### src/rtl/nptl_pkg.sv
`timescale 1ns / 1ps
// ----------------------------------------------------------------------------
// nptl_pkg
// Shared widths, codes and control types of the nearest point lookup core.
// ----------------------------------------------------------------------------
package nptl_pkg;

  localparam int TABLE_DEPTH_DEFAULT = 256;

  localparam int POS_W      = 24;  // signed Q15.8 position
  localparam int RAD_W      = 16;  // unsigned Q8.8 radius
  localparam int IDX_W      = 8;   // entry_index / nearest_index
  localparam int CNT_W      = 9;   // entries_in_use register
  localparam int CFG_IDX_W  = 2;
  localparam int CFG_DATA_W = 16;
  localparam int DEPTH_W    = 17;  // holds any table depth up to 65536

  localparam int DIFF_W = POS_W + 1;      // signed coordinate difference
  localparam int MAG_W  = POS_W;          // |difference| stays below 2**24
  localparam int HALF_W = MAG_W / 2;      // multiplier operand split
  localparam int PP_W   = MAG_W + HALF_W; // one partial product
  localparam int SQ_W   = 2 * MAG_W;      // squared magnitude
  localparam int DIST_W = SQ_W + 1;       // sum of two squares
  localparam int MEM_W  = 2 * POS_W + RAD_W;

  localparam logic KIND_LOAD  = 1'b0;
  localparam logic KIND_QUERY = 1'b1;

  localparam logic [CFG_IDX_W-1:0] REG_ENTRIES_IN_USE    = 2'd0;
  localparam logic [CFG_IDX_W-1:0] REG_TRIGGER_THRESHOLD = 2'd1;

  localparam logic [CNT_W-1:0] ENTRIES_RESET   = 9'd0;
  localparam logic [RAD_W-1:0] THRESHOLD_RESET = 16'd128;

  typedef struct packed {
    logic start;     // latch query position, clear best
    logic write;     // write a table entry
    logic issue;     // read one entry into the pipeline
    logic load_out;  // load the output register
    logic empty;     // result is for an empty table
  } cmd_t;

  typedef struct packed {
    logic pipe_busy;
  } status_t;

endpackage

### src/rtl/nptl_ctrl.sv
`timescale 1ns / 1ps
// ----------------------------------------------------------------------------
// nptl_ctrl
// Sequencer: accepts items, walks the table addresses, drains the distance
// pipeline and hands the result to the output register.
// ----------------------------------------------------------------------------
module nptl_ctrl #(
  parameter int TABLE_DEPTH = nptl_pkg::TABLE_DEPTH_DEFAULT,
  parameter int AW = (TABLE_DEPTH > 1) ? $clog2(TABLE_DEPTH) : 1
) (
  input  logic                        clk,
  input  logic                        rst,
  input  logic                        in_valid,
  output logic                        in_stall,
  input  logic                        kind,
  input  logic [nptl_pkg::CNT_W-1:0]  cfg_count,
  output logic                        out_valid,
  input  logic                        out_stall,
  output nptl_pkg::cmd_t              cmd,
  output logic [AW-1:0]               rd_addr,
  input  nptl_pkg::status_t           status
);

  localparam int CW = $clog2(TABLE_DEPTH + 1);

  typedef enum logic [1:0] {ST_IDLE, ST_SCAN, ST_DRAIN, ST_FINISH} state_t;

  state_t                     state;
  logic [CW-1:0]              count;
  logic                       empty_q;
  logic [nptl_pkg::DEPTH_W-1:0] cnt_wide;
  logic                       accept;
  logic                       last;
  logic                       out_free;

  always_comb begin
    if (nptl_pkg::DEPTH_W'(cfg_count) > nptl_pkg::DEPTH_W'(TABLE_DEPTH)) begin
      cnt_wide = nptl_pkg::DEPTH_W'(TABLE_DEPTH);
    end else begin
      cnt_wide = nptl_pkg::DEPTH_W'(cfg_count);
    end
  end

  assign in_stall = rst || (state != ST_IDLE);
  assign accept   = in_valid && !in_stall;
  assign last     = (CW'(rd_addr) == count - CW'(1));
  assign out_free = !out_valid || !out_stall;

  always_comb begin
    cmd          = '0;
    cmd.start    = accept && (kind == nptl_pkg::KIND_QUERY);
    cmd.write    = accept && (kind == nptl_pkg::KIND_LOAD);
    cmd.issue    = (state == ST_SCAN);
    cmd.load_out = (state == ST_FINISH) && out_free;
    cmd.empty    = empty_q;
  end

  always_ff @(posedge clk) begin
    if (rst) begin
      state     <= ST_IDLE;
      empty_q   <= 1'b0;
      out_valid <= 1'b0;
      count     <= '0;
      rd_addr   <= '0;
    end else begin
      // output register: set on a fresh result, drop after its transfer
      if (cmd.load_out) begin
        out_valid <= 1'b1;
      end else if (!out_stall) begin
        out_valid <= 1'b0;
      end

      unique case (state)
        ST_IDLE: begin
          if (cmd.start) begin
            count   <= cnt_wide[CW-1:0];
            rd_addr <= '0;
            if (cnt_wide == '0) begin
              empty_q <= 1'b1;
              state   <= ST_FINISH;
            end else begin
              empty_q <= 1'b0;
              state   <= ST_SCAN;
            end
          end
        end
        ST_SCAN: begin
          rd_addr <= rd_addr + AW'(1);
          if (last) begin
            state <= ST_DRAIN;
          end
        end
        ST_DRAIN: begin
          if (!status.pipe_busy) begin
            state <= ST_FINISH;
          end
        end
        ST_FINISH: begin
          if (out_free) begin
            state <= ST_IDLE;
          end
        end
        default: state <= ST_IDLE;
      endcase
    end
  end

endmodule

### config.mk
export PLATFORM = sky130hd
export DESIGN_NAME = nptl_ctrl
export DESIGN_NICKNAME = d
export VERILOG_FILES = /design/src/rtl/nptl_pkg.sv /design/src/rtl/nptl_ctrl.sv
export SDC_FILE = /design/constraint.sdc
export NUM_CORES = 1
export LEC_CHECK = 0
export BUFFER_PORTS_ARGS = -buffer_cell sky130_fd_sc_hd__buf_2
export CORE_ASPECT_RATIO = 0.8
export CORE_MARGIN = 2
export CORE_UTILIZATION = 29
export DETAILED_ROUTE_END_ITERATION = 8
export GPL_TIMING_DRIVEN = 0
export PLACE_DENSITY = 0.51
export SLEW_MARGIN = 20
export SYNTH_ARGS = -nofsm -noshare
export SYNTH_HDL_FRONTEND = slang
export SYNTH_SLANG_ARGS = --single-unit
### constraint.sdc
create_clock -name clk -period 5.06 [get_ports clk]
set_input_delay 0.759 -clock clk [delete_from_list [all_inputs] [get_ports clk]]
set_output_delay 0.759 -clock clk [all_outputs]
set_load 0.02 [all_outputs]
==> reports/results.tsv <==
stage	metric	value	unit
critical_path	list of cells traversed by the critical path	clkbuf_1 -> nand4b_1 -> clkbuf_1 -> inv_1 -> buf_2	
detailed_routing	Starting DRT DRC Count	51	
synthesis	share of synthesized cell area in and, or, nand and nor gates	0.281	
clock_network	clock tree root driver cell	sky130_fd_sc_hd__clkbuf_8	
critical_path	Max FO, Critical Path	10	
synthesis	prevailing post-synth register cell	sky130_fd_sc_hd__dfxtp_1	
detailed_routing	first-pass iteration count of the detailed router	4	
critical_path	capturing element type of the critical path	output pin	
synthesis	adder and majority cell fraction of the synthesized area	0.0573	
synthesis	sequential fraction of the synthesis area	0.321	
global_routing	total grt overflow	0	
synthesis	Distinct cells, synth	43	
power	leakage power figure	0.638	nW
synthesis	Syn Std Cell Area	0.00131	mm2
critical_path	Critical Path Source Type	input port	
clock_network	postcts setup bufs	0	
placed_design	weighted congestion reported at the end of routability-driven placement	0.809	
sta	final critical delay including setup and external delays	2.87	ns
global_routing	global-route usage over all layers	0.138	
sta	clock tree skew after final layout	0.00482	ns
clock_network	post-cts sizing count	0	
placed_design	placed wire-length estimate after detailed placement	2470	um
critical_path	WP buf/inv	4	
power	worst IR drop on VDD	0.000188	V
layout	Diodes inserted	0	
synthesis	post-synth net total	183	
synthesis	FF+latch count, synth	21	
layout	most frequent standard cell in the layout excluding fill and tap cells	sky130_fd_sc_hd__buf_2	
synthesis	FFs w/ async S/R, synth	0	
detailed_routing	total wire length after detailed routing	3240	um
placed_design	number of buffer cells added on primary ports	27	
synthesis	synthesized area per cell	8.09	um2
layout	layout-stage area growth over the synthesis result	19.2	%
sta	Finish-stage setup viols	0	
critical_path	cell repeated most along the worst path	sky130_fd_sc_hd__clkbuf_1	
clock_network	TritonCTS clock tree	built	
clock_network	clock-pin slew on the worst setup and hold paths	0.08	ns
clock_network	number of H-tree branching levels	1	
critical_path	kind of critical path	in2out	
floorplanning	Initial Util	0.308	
flow_run	max_cap viols	0	
synthesis	post-synthesis mux area share	0.0229	
hold_path	HP Class	reg2reg	
layout	Layout Nets	215	
sta	highest achievable clock rate	0.349	GHz
detailed_routing	detailed-route DRC error count	0	
global_routing	via count of the first global-routing pass	1132	
sta	setup repair after global routing missed its margin	no	
clock_network	number of hold buffers added after CTS	0	
global_routing	largest net degree at the start of global routing	12	
sta	Max-Slew Margin vs Limit	0.547	
floorplanning	std cell rows	21	
synthesis	Synth warnings	0	
critical_path	maximum single-stage delay on the critical path	0.38	ns
synthesis	parity-gate share of the synthesized area counting xor and xnor cells	0.0868	
floorplanning	core box area	0.00426	mm2
sta	setup tns final	0	ns
floorplanning	Die Y-Extent	64.1	um
clock_network	number of buffers inserted during clock tree synthesis	3	
sta	portion of the clock cycle consumed by the worst path in the final layout	0.567	
layout	share of the core filled with cells	0.367	
floorplanning	number of top-level pins	30	
detailed_routing	total number of vias	1243	
run_status	run status	finished, final reports clean	
sta	final hold violation count	0	
synthesis	largest family of logic cells by synthesized area	simple AND/OR/NAND/NOR gates	
critical_path	cell family with the largest share of critical-path delay	buffers and inverters	
detailed_routing	WL per Instance	13.0	um
critical_path	CP required	4.30	ns
critical_path	worst path arrival time	2.11	ns
synthesis	complex-gate fraction of the synthesized area	0.185	
power	PwrDens	285	mW/mm2
global_routing	initial antenna violation count	0	
detailed_routing	number of antenna-violating nets in the routed design	0	
synthesis	number of flops mapped to enable cells by yosys	0	
clock_network	# clock sinks	21	
power	Power, Total	0.000445	W
critical_path	cell with the largest stage delay on the worst path	sky130_fd_sc_hd__clkbuf_1	
layout	share of final-layout standard cells stronger than drive strength 1	0.197	
detailed_routing	via density per instance	4.97	
sta	Slew Limit Fails	0	
synthesis	synthesized netlist cell count	162	
global_routing	global-route wire length before repair	5530	um
clock_network	Max Root-Sink Buffers	2	
layout	commonest cells after routing, fill and taps aside	27 x sky130_fd_sc_hd__buf_2, 21 x sky130_fd_sc_hd__dfxtp_1, 20 x sky130_fd_sc_hd__nor2_1, 15 x sky130_fd_sc_hd__a21oi_1, 13 x sky130_fd_sc_hd__nand2_1	
clock_network	insertion delay of the later-clocked pin in the worst-skew pair	0.26	ns
sta	slew of the pin with the lowest slew margin	0.674	ns
floorplanning	overall die width	79.2	um
floorplanning	DIE AREA	0.00508	mm2
==> sequential cells by signal, summed over array words and instances (netlist names) <==
register and count:
count 9, rd_addr 8, state 2, empty_q 1
out_valid 1
==> final timing paths <==
path,slack (ns),end,start,cells after the start
worst min register to register,0.51,empty_q,empty_q,2
worst max register to register,2.54,state[1],count[0],8
worst min-delay path,0.51,empty_q,empty_q,2
worst max-delay path,2.19,cmd[4],rst,5
==> cells by family after synthesis <==
logic type | after synthesis
and+or+nand+nor | 67
AOI/OAI and AO/OA | 37
DFF | 21
buffers and inverters | 15
xor gates and xnor gates | 13
adders and majority gates | 6
muxes | 3
==> cell type report <==
type | instances | area [um2]
plain buffers | 9 | 38.8
clock buffers | 4 | 45.0
fillers | 488 | 2690
inverters | 6 | 22.5
multi-input cells | 126 | 830
flip-flops and latches | 21 | 420
well taps | 57 | 71.3
repair buffers | 27 | 135
==> report_power, final <==
part	leakage, nW	switching, W	internal [W]
combinational	0.445	0.0000882	0.0000580
sequential	0.170	0.0000106	0.000174
clock	0.0228	0.0000578	0.0000562
==> metrics by stage <==
| stage | std cells | instance area [um2] | setup slack (ns) | hold WS [ns] |
|---|---|---|---|---|
| floorplan | 162 | 1310 | 2.53 | 0.462 |
| global placement | 246 | 1520 | 2.15 | 0.492 |
| detailed placement | 246 | 1520 | 2.19 | 0.499 |
| CTS | 250 | 1560 | 2.19 | 0.515 |
| global route | 250 | 1560 | 2.10 | 0.550 |
| finish | 250 | 1560 | 2.19 | 0.511 |
==> Yosys cell counts, types with 2 or more instances <==
master | instances | area share
sky130_fd_sc_hd__a21oi_1 | 15 | 0.057
sky130_fd_sc_hd__a32oi_1 | 2 | 0.013
sky130_fd_sc_hd__a41oi_1 | 2 | 0.013
sky130_fd_sc_hd__clkbuf_1 | 7 | 0.020
sky130_fd_sc_hd__dfxtp_1 | 21 | 0.32
sky130_fd_sc_hd__ha_1 | 6 | 0.057
sky130_fd_sc_hd__inv_1 | 6 | 0.017
sky130_fd_sc_hd__mux2i_1 | 3 | 0.023
sky130_fd_sc_hd__nand2_1 | 13 | 0.037
sky130_fd_sc_hd__nand2b_1 | 2 | 0.0095
sky130_fd_sc_hd__nand3_1 | 2 | 0.0076
sky130_fd_sc_hd__nand4_1 | 3 | 0.014
sky130_fd_sc_hd__nor2_1 | 20 | 0.057
sky130_fd_sc_hd__nor3_1 | 2 | 0.0076
sky130_fd_sc_hd__nor3b_1 | 11 | 0.063
sky130_fd_sc_hd__nor4_1 | 3 | 0.014
sky130_fd_sc_hd__o21ai_0 | 6 | 0.023
sky130_fd_sc_hd__or3_1 | 2 | 0.0095
sky130_fd_sc_hd__xnor2_1 | 6 | 0.040
sky130_fd_sc_hd__xor2_1 | 7 | 0.047
==> metal layers <==
layer  global-route usage  share of wire
met1                0.203           0.53
met2                0.206           0.42
met3               0.0353          0.049
met4               0.0194         0.0056
met5                    0              0
==> tightest hold or removal path, stage by stage, from the launching register on <==
cell,delay (ns)
sky130_fd_sc_hd__dfxtp_1,0.33
sky130_fd_sc_hd__mux2i_1,0.06
sky130_fd_sc_hd__nor2_1,0.08
(Power assumes the default switching activity.)
